$ cat src/hdl/oca_pkg.sv
// oca_pkg: shared types, constants and word conversion for the 18-bit ones' complement alu
// used by every module under hdl; no dependencies of its own
`default_nettype none

package oca_pkg;

	localparam int WORD_W      = 18;
	localparam int MAG_W       = WORD_W - 1;
	localparam int SUM_W       = WORD_W + 1;
	localparam int SHIFT_W     = 5;
	localparam int SHIFT_LIMIT = WORD_W;
	localparam int DIV_STEPS   = 6;

	typedef enum logic [3:0] {
		ACT_OR     = 4'd0,
		ACT_XOR    = 4'd1,
		ACT_AND    = 4'd2,
		ACT_LSHIFT = 4'd3,
		ACT_RSHIFT = 4'd4,
		ACT_CMPL   = 4'd5,
		ACT_PLUS   = 4'd6,
		ACT_MINUS  = 4'd7,
		ACT_MUL    = 4'd8,
		ACT_DIV    = 4'd9,
		ACT_MOD    = 4'd10,
		ACT_NEGATE = 4'd11
	} action_t;

	typedef enum logic [1:0] {
		ST_OK       = 2'd0,
		ST_DIV_ZERO = 2'd1,
		ST_BAD_OP   = 2'd2
	} status_t;

	// one beat as it travels down the pipeline
	typedef struct packed {
		action_t           op;
		logic [WORD_W-1:0] early;
		logic              sx;
		logic              sy;
		logic [MAG_W-1:0]  mx;
		logic [MAG_W-1:0]  my;
		logic [SUM_W-1:0]  xs;
		logic [SUM_W-1:0]  ys;
		logic [SUM_W-1:0]  sum;
		logic [WORD_W-1:0] prod;
		logic [MAG_W-1:0]  rem;
		logic [WORD_W-1:0] quo;
	} pipe_t;

	// sign and magnitude back to a ones' complement word, negative zero folded to zero
	function automatic logic [WORD_W-1:0] oc_word(input logic neg, input logic [WORD_W-1:0] mag);
		logic [WORD_W-1:0] w;
		w = neg ? ~mag : mag;
		if (&w) begin
			w = '0;
		end
		return w;
	endfunction

endpackage

`default_nettype wire

$ cat src/hdl/oca_front.sv
// oca_front: operand decode, bitwise and shift results, signed forms and divider seed
// depends on oca_pkg
`default_nettype none

module oca_front
	import oca_pkg::*;
(
	input  wire logic [3:0]        action,
	input  wire logic [WORD_W-1:0] left_operand,
	input  wire logic [WORD_W-1:0] right_operand,
	output pipe_t                  entry
);

	logic [SHIFT_W-1:0] sh;
	logic               too_far;

	assign sh      = right_operand[SHIFT_W-1:0];
	assign too_far = (|right_operand[WORD_W-1:SHIFT_W]) || (sh >= SHIFT_W'(SHIFT_LIMIT));

	always_comb begin
		entry    = '0;
		entry.op = action_t'(action);
		entry.sx = left_operand[WORD_W-1];
		entry.sy = right_operand[WORD_W-1];
		entry.mx = left_operand[WORD_W-1] ? ~left_operand[MAG_W-1:0] : left_operand[MAG_W-1:0];
		entry.my = right_operand[WORD_W-1] ? ~right_operand[MAG_W-1:0]
			: right_operand[MAG_W-1:0];
		// negative word is its sign extension plus one
		entry.xs = {left_operand[WORD_W-1], left_operand} + SUM_W'(left_operand[WORD_W-1]);
		entry.ys = {right_operand[WORD_W-1], right_operand} + SUM_W'(right_operand[WORD_W-1]);
		entry.rem = '0;
		entry.quo = {1'b0, entry.mx};
		case (action_t'(action))
			ACT_OR: begin
				entry.early = left_operand | right_operand;
			end
			ACT_XOR: begin
				entry.early = left_operand ^ right_operand;
			end
			ACT_AND: begin
				entry.early = left_operand & right_operand;
			end
			ACT_LSHIFT: begin
				entry.early = too_far ? '0 : (left_operand << sh);
			end
			ACT_RSHIFT: begin
				entry.early = too_far ? '0 : (left_operand >> sh);
			end
			ACT_CMPL: begin
				entry.early = ~left_operand;
			end
			ACT_NEGATE: begin
				entry.early = oc_word(1'b1, left_operand);
			end
			default: begin
				entry.early = '0;
			end
		endcase
	end

endmodule

`default_nettype wire

$ cat src/hdl/oca_div_stage.sv
// oca_div_stage: a slice of restoring division steps on magnitudes
// depends on oca_pkg; one instance sits in front of each divider pipeline register
`default_nettype none

module oca_div_stage
	import oca_pkg::*;
(
	input  wire logic [MAG_W-1:0]  rem_in,
	input  wire logic [WORD_W-1:0] quo_in,
	input  wire logic [MAG_W-1:0]  dvs,
	output logic      [MAG_W-1:0]  rem_out,
	output logic      [WORD_W-1:0] quo_out
);

	always_comb begin
		logic [MAG_W:0]    t;
		logic              ge;
		logic [MAG_W-1:0]  r;
		logic [WORD_W-1:0] q;
		r = rem_in;
		q = quo_in;
		for (int i = 0; i < DIV_STEPS; i++) begin
			t  = {r, q[WORD_W-1]};
			ge = (t >= {1'b0, dvs});
			if (ge) begin
				t = t - {1'b0, dvs};
			end
			q = {q[WORD_W-2:0], ge};
			r = t[MAG_W-1:0];
		end
		rem_out = r;
		quo_out = q;
	end

endmodule

`default_nettype wire

$ cat src/hdl/oca_format.sv
// oca_format: picks the final ones' complement word and status for a beat
// depends on oca_pkg
`default_nettype none

module oca_format
	import oca_pkg::*;
(
	input  wire pipe_t             beat,
	output logic      [WORD_W-1:0] word,
	output status_t                st
);

	logic              div_zero;
	logic [SUM_W-1:0]  sum_m1;
	logic [WORD_W-1:0] sum_word;

	assign div_zero = (beat.my == '0);
	assign sum_m1   = beat.sum - SUM_W'(1);

	always_comb begin
		sum_word = beat.sum[SUM_W-1] ? sum_m1[WORD_W-1:0] : beat.sum[WORD_W-1:0];
		if (&sum_word) begin
			sum_word = '0;
		end
	end

	always_comb begin
		word = '0;
		st   = ST_OK;
		case (beat.op)
			ACT_OR, ACT_XOR, ACT_AND, ACT_LSHIFT, ACT_RSHIFT, ACT_CMPL, ACT_NEGATE: begin
				word = beat.early;
			end
			ACT_PLUS, ACT_MINUS: begin
				word = sum_word;
			end
			ACT_MUL: begin
				word = oc_word(beat.sx ^ beat.sy, beat.prod);
			end
			ACT_DIV: begin
				if (div_zero) begin
					st = ST_DIV_ZERO;
				end else begin
					word = oc_word(beat.sx ^ beat.sy, beat.quo);
				end
			end
			ACT_MOD: begin
				if (div_zero) begin
					st = ST_DIV_ZERO;
				end else begin
					word = oc_word(beat.sx, {1'b0, beat.rem});
				end
			end
			default: begin
				st = ST_BAD_OP;
			end
		endcase
	end

endmodule

`default_nettype wire

$ cat src/hdl/ones_complement_18bit_alu.sv
// ones_complement_18bit_alu: five-stage pipelined 18-bit ones' complement alu
// an accepted beat goes into stage 1, then through stages 2 to 4 into the output register
// throughput: one beat per cycle; the divider is split over three stages of six steps
// a stall holds occupied stages back to the first empty one, and empty stages still fill
// reset clears the stage valid bits only; payload registers are not reset
// depends on oca_pkg, oca_front, oca_div_stage, oca_format
`default_nettype none

module ones_complement_18bit_alu
	import oca_pkg::*;
(
	input  wire logic              clk,
	input  wire logic              arst_n,
	input  wire logic              req_valid,
	output logic                   req_stall,
	input  wire logic [3:0]        action,
	input  wire logic [WORD_W-1:0] left_operand,
	input  wire logic [WORD_W-1:0] right_operand,
	output logic                   rsp_valid,
	input  wire logic              rsp_stall,
	output logic      [WORD_W-1:0] result,
	output logic      [1:0]        status
);

	pipe_t entry;
	pipe_t p_s1, p_s2, p_s3, p_s4;
	pipe_t nxt_s2, nxt_s3, nxt_s4;
	logic  vld_s1, vld_s2, vld_s3, vld_s4, vld_s5;
	logic  adv_s1, adv_s2, adv_s3, adv_s4, adv_s5;
	logic  [WORD_W-1:0] result_s5, fmt_word;
	status_t            status_s5, fmt_st;
	logic  [MAG_W-1:0]  rem_s2, rem_s3, rem_s4;
	logic  [WORD_W-1:0] quo_s2, quo_s3, quo_s4;
	logic  [2*MAG_W-1:0] prod_full;

	assign adv_s5 = !vld_s5 || !rsp_stall;
	assign adv_s4 = !vld_s4 || adv_s5;
	assign adv_s3 = !vld_s3 || adv_s4;
	assign adv_s2 = !vld_s2 || adv_s3;
	assign adv_s1 = !vld_s1 || adv_s2;
	assign req_stall = !adv_s1;

	oca_front u_front (
		.action        (action),
		.left_operand  (left_operand),
		.right_operand (right_operand),
		.entry         (entry)
	);

	oca_div_stage u_div_s2 (
		.rem_in  (p_s1.rem),
		.quo_in  (p_s1.quo),
		.dvs     (p_s1.my),
		.rem_out (rem_s2),
		.quo_out (quo_s2)
	);

	oca_div_stage u_div_s3 (
		.rem_in  (p_s2.rem),
		.quo_in  (p_s2.quo),
		.dvs     (p_s2.my),
		.rem_out (rem_s3),
		.quo_out (quo_s3)
	);

	oca_div_stage u_div_s4 (
		.rem_in  (p_s3.rem),
		.quo_in  (p_s3.quo),
		.dvs     (p_s3.my),
		.rem_out (rem_s4),
		.quo_out (quo_s4)
	);

	oca_format u_format (
		.beat (p_s4),
		.word (fmt_word),
		.st   (fmt_st)
	);

	assign prod_full = p_s1.mx * p_s1.my;

	always_comb begin
		nxt_s2      = p_s1;
		nxt_s2.sum  = (p_s1.op == ACT_MINUS) ? (p_s1.xs - p_s1.ys) : (p_s1.xs + p_s1.ys);
		nxt_s2.prod = prod_full[WORD_W-1:0];
		nxt_s2.rem  = rem_s2;
		nxt_s2.quo  = quo_s2;
	end

	always_comb begin
		nxt_s3     = p_s2;
		nxt_s3.rem = rem_s3;
		nxt_s3.quo = quo_s3;
	end

	always_comb begin
		nxt_s4     = p_s3;
		nxt_s4.rem = rem_s4;
		nxt_s4.quo = quo_s4;
	end

	always_ff @(posedge clk or negedge arst_n) begin
		if (!arst_n) begin
			vld_s1 <= 1'b0;
			vld_s2 <= 1'b0;
			vld_s3 <= 1'b0;
			vld_s4 <= 1'b0;
			vld_s5 <= 1'b0;
		end else begin
			if (adv_s1) begin
				vld_s1 <= req_valid;
			end
			if (adv_s2) begin
				vld_s2 <= vld_s1;
			end
			if (adv_s3) begin
				vld_s3 <= vld_s2;
			end
			if (adv_s4) begin
				vld_s4 <= vld_s3;
			end
			if (adv_s5) begin
				vld_s5 <= vld_s4;
			end
		end
	end

	always_ff @(posedge clk) begin
		if (adv_s1) begin
			p_s1 <= entry;
		end
		if (adv_s2) begin
			p_s2 <= nxt_s2;
		end
		if (adv_s3) begin
			p_s3 <= nxt_s3;
		end
		if (adv_s4) begin
			p_s4 <= nxt_s4;
		end
		if (adv_s5) begin
			result_s5 <= fmt_word;
			status_s5 <= fmt_st;
		end
	end

	assign rsp_valid = vld_s5;
	assign result    = result_s5;
	assign status    = status_s5;

endmodule

`default_nettype wire

$ cat config.mk
export PLATFORM = sky130hd
export DESIGN_NAME = ones_complement_18bit_alu
export DESIGN_NICKNAME = d
export VERILOG_FILES = /design/src/hdl/oca_pkg.sv /design/src/hdl/oca_front.sv /design/src/hdl/oca_div_stage.sv /design/src/hdl/oca_format.sv /design/src/hdl/ones_complement_18bit_alu.sv
export SDC_FILE = /design/constraint.sdc
export NUM_CORES = 2
export LEC_CHECK = 0
export BUFFER_PORTS_ARGS = -buffer_cell sky130_fd_sc_hd__buf_4
export CELL_PAD_IN_SITES_DETAIL_PLACEMENT = 1
export CELL_PAD_IN_SITES_GLOBAL_PLACEMENT = 2
export CORE_MARGIN = 2
export CORE_UTILIZATION = 42
export CTS_CLUSTER_DIAMETER = 150
export CTS_CLUSTER_SIZE = 28
export DETAILED_ROUTE_END_ITERATION = 6
export PLACE_DENSITY = 0.8
export SYNTH_ARGS = -nofsm -noshare
export SYNTH_HDL_FRONTEND = slang
export SYNTH_SLANG_ARGS = --single-unit
$ cat constraint.sdc
create_clock -name clk -period 21.9 [get_ports clk]
set_clock_uncertainty 0.15 [all_clocks]
set_input_delay 2.19 -clock clk [delete_from_list [all_inputs] [get_ports clk]]
set_output_delay 2.19 -clock clk [all_outputs]
set_load 0.05 [all_outputs]
Yosys cells after proc, flatten, opt, wreduce, memory -nomap -nowiden
Cells that the tools add are included.

storage, ports and cells
  word-level logic and storage cells = 179
  register bits = 460
  output and inout port bits = 22

operators by class
  $mul = 1
  mux-type cells = 38
  eq/ne operators = 18
  add/subtract/negate cells = 23
  $lt $le $gt $ge = 19
  shift operators = 2
  bitwise gates (word level) = 10
  reductions and logical operators = 26

operator list
  cell                     number
  $mux W17                 20
  $ge A18 B17 Y1           17
  $sub A17 B17 Y17         17
  $mux W18                 13
  $pmux W18 S7             1
  $pmux W18 S5             1
  $reduce_and A18 Y1       5
  $not A18 Y18             3
  $add A18 B2 Y19          2
  $not A17 Y17             2
  $eq A4 B3 Y1 const B     7
  $eq A4 B4 Y1 const B     5
  $add A19 B19 Y19         1
  $mux W19                 1
  $sub A19 B19 Y19         1
  $and A18 B18 Y18         1
  $mul A17 B17 Y18         1
  $not A17 Y18             1
  $or A18 B18 Y18          1
  $shl A18 B5 Y18          1
  $shr A18 B5 Y18          1
  $sub A18 B1 Y18 const B  1
  $xor A18 B18 Y18         1
  $ge A1 B17 Y1 const A    1
  15 further kinds         32

Longest topological paths before layout
  word-level depth = 12
  gate-level depth with buffers = 80
  mapped depth without buffers = 72

Hierarchy
Synthesis repeated with hierarchy kept, for this count alone.

second synthesis, totals
  cells, all modules = 5102
  area total of the unflattened synthesis = 52519.1 µm²

by module, submodules not included
  module                     cells an instance  area each (µm²)  instances  seq. area each (µm²)
  ones_complement_18bit_alu  1426               25984.9          1          19794.0
  oca_div_stage at u_div_s4  908                6640.1           1          0.0
  oca_div_stage at u_div_s2  913                6608.8           1          0.0
  oca_div_stage at u_div_s3  914                6500.0           1          0.0
  oca_front                  631                4750.8           1          0.0
  oca_format                 310                2034.5           1          0.0

Worst setup path before layout
Ideal clock, no wire load.

  path kind = reg2reg
  start point = register p_s3, in the netlist nxt_s4[111]
  end point = register p_s4[27] (netlist name), data pin
  buffers on the path = 8
  arrival time = 15.895 ns
  setup time = 0.261 ns
  cell stages (with the launch flop) = 77
  setup slack = 5.594 ns
  required time = 21.489 ns
  cells stage by stage = edfxtp_1 > inv_1 > fa_1 > a211oi_1 > o21a_1 > o22a_1 > o31a_1 > a21o_1 > clkbuf_1 > clkbuf_1 > nand2_1 > o21ai_0 > inv_1 > fa_1 > nand2b_1 > a21oi_1 > a41o_1 > a21oi_1 > (+41 left out) > a211oi_4 > inv_2 > buf_2 > mux2i_1 > fa_1 > a21o_1 > a21oi_1 > nand2b_1 > a21boi_0 > o41ai_1 > o211ai_1 > a21o_1 > a21oi_1 > a21oi_1 > a211oi_1 > mux2i_2 > buf_6 > a221o_1

RTL lines
  element                   line                              RTL
  start: declaration        ones_complement_18bit_alu.sv:26   pipe_t p_s1, p_s2, p_s3, p_s4;
  start signal: assignment  ones_complement_18bit_alu.sv:136  p_s3 <= nxt_s3;
  end signal: assignment    ones_complement_18bit_alu.sv:139  p_s4 <= nxt_s4;
  end: declaration          ones_complement_18bit_alu.sv:26

==> qor.txt <==
Via/cell ratio - 5.86
Routed WL per cell - 23.3 um
Via Count - 33700
Slowest cell on the critical path - nor2_1
Max-cap violations - 0
Io pins - 66
Failing checks - design-rule violations
Post-CTS setup buffer count - 0
Hpwl dp - 106000 um
Delay-heaviest family, CP - compound AO/OA/AOI/OAI gates
Die Wd - 321 um
FF+latch count, synth - 458
Asr flop ratio synth - 1.09%
CP max FO - 31
Die area - 103000 um2
Yosys warning count - 0
Largest family of logic cells by synthesized area - adder cells
Synth Area in XOR/XNOR - 8.77%
Crit. End Element - flip-flop
Core area - 99900 um2
All-Layer GR Usage - 25.6%
EDFF count, synth - 453
Initial antenna violation count - 1
GPL Wtd Cong - 0.896
Drt first pass iters - 7
Largest net degree at the start of global routing - 66
RSZ-0062 raised after global routing - false
Clk root buf - clkbuf_16
CTS Buf Count - 21
WS Path Type - flip-flop to flip-flop
CP Launch Type - flip-flop
Hold WC Path Type - flip-flop to flip-flop
Fmax - 50.4 MHz
CP Buf/Inv Count - 6
Share of cells above drive strength 1 - 6.80%
Total Nets Final - 5034
Post-Syn Area per Cell - 9.47 um2
CTS tree - yes
Die Y - 321 um
Input/output buffers - 65
Row cnt - 116
Most area-consuming cells after synthesis - edfxtp_1 32%, ha_1 12%, fa_1 6.0%
Status - finished with violations
H-tree levels - 1
Synth Flop Type - edfxtp_1
Worst skew pair latency - 0.59 ns
Worst endpoint required time - 22.11 ns
Setup TNS - 0 ns
Sequential area share after synthesis - 32.5%
DR iter-0 viols - 2100
Most area-hungry cell type in the Yosys netlist - edfxtp_1
Final ANT Viol Nets - 0
Slew of the pin with the lowest slew margin - 0.984 ns
Diodes inserted - 0
Critical Path AT - 20.04 ns
Post-Synth Simple-Gate Area - 15.1%
Most common cell on crit path - a21oi_1
Post-CTS Hold Buffers - 0
Post-CTS Resized - 0
Final setup fails - 0
Layout area overhead - 5.95%
Mapped Area - 42200 um2
Count leader, synth - edfxtp_1
GRT overflow - 0
CTS max path bufs - 3
First-pass GRT wire length - 207000 um
Synth Area in Compound Gates - 16.8%
Vias in the first global route - 35300
Clock transition at the registers of the reported paths - 0.12 ns
Final Slew Violations - 0
Slew HR - 33.6%
Post-synth top cells - 453 x edfxtp_1, 415 x ha_1, 369 x nand2_1
Routed wire length - 134000 um
Syn Nets - 5047
Mux cell area share after synthesis - 3.79%
Final Hold Viols - 0
Post-Syn Instances - 4461
Clk sinks - 458
Yosys top cell area share - 32.2%
Starting density of the core - 42.3%
CP max stage delay - 0.76 ns
Unique masters post-synth - 97
Synth Area in Adders - 18.3%
Post-route DRC - 7
Final period utilization - 90.5%
Shortest period the worst path allows - 19.82 ns
## cell families after synthesis
kind of cell | count (synthesis)
buffers and inverters | 516
AO/OA/AOI/OAI | 1065
flip-flops | 458
adder cells (fa/ha/maj) | 542
XOR/XNOR | 423
multiplexers | 137
AND/OR/NAND/NOR | 1320
## stage by stage
step           setup WS (ns)  cell area (um2)  hold WS [ns]  std cells  util, %
3_5_place_dp            2.25            44100         0.256       5723     44.2
2_1_floorplan           5.59            42200         0.250       4461        -
4_1_cts                 2.15            44800         0.274       5755     44.8
6_report                2.08            44800         0.271       5755     44.8
5_1_grt                0.123            44800         0.285       5755     44.8
3_3_place_gp            2.72            44100         0.252       5723     44.2
## routing by layer
metal	vias to the layer above	share of wire, %	global-route usage (%)
met3	179	3.9	2.55
met4	0	3.3	7.83
li1	16100	-	-
met1	16800	44	33.5
met5	-	0	0
met2	670	48	44.6
## flip-flops by register name, indices dropped and copies added, names as in the netlist
signal and count:
p_s4 113, nxt_s3 78, nxt_s4 78, nxt_s2 77, p_s2 35, p_s3 35, result 18, p_s1 17
status 2, rsp_valid 1, vld_s1 1, vld_s2 1, vld_s3 1, vld_s4 1
## area by class of cell
class,instances,area (um2)
inverter,377,1420
tap,1298,1620
clock buffer,26,554
fill,11400,55100
multi-input combinational,3487,26600
timing repair buffer,103,773
sequential,458,13700
clock inverter,6,62.6
## final timing paths
kind | to | start | slack (ns) | depth (start not counted)
min in group asynchronous | vld_s4 | arst_n | 1.23 | 1
max in group asynchronous | vld_s2 | arst_n | 20.26 | 1
setup / recovery | p_s4[30] | nxt_s4[111] | 2.08 | 68
hold reg to reg | nxt_s4[162] | nxt_s3[162] | 0.27 | 0
setup reg to reg | p_s4[30] | nxt_s4[111] | 2.08 | 68
hold / removal | nxt_s4[162] | nxt_s3[162] | 0.27 | 0
## placed cells by master (no fill, tap or decap), drive strengths merged, types with 15 or more instances in the layout
cell,synthesis,final
edfxtp,453,453
ha,415,415
a222oi,20,20
nand3,71,71
or2,15,15
nor2b,55,55
o21a,44,44
and2,78,78
a31oi,32,32
o22ai,24,24
mux2i,32,32
o221ai,15,15
xor2,142,142
or3,23,23
xnor2,281,281
o211ai,35,35
o21bai,23,23
mux2,97,97
clkbuf,104,26
nand2b,60,60
a21boi,25,25
fa,127,127
buf,35,103
o21ai,242,242
a21o,106,106
nand2,370,370
a211oi,36,36
and3,46,46
nor4,47,47
a21oi,265,265
nor3,89,89
inv,377,381
o31ai,19,19
a221o,54,54
a221oi,22,22
nand4,54,54
nor2,369,369
Power is not shown: default switching activity piles up to over one toggle a cycle in this logic, so the estimate is an artifact.
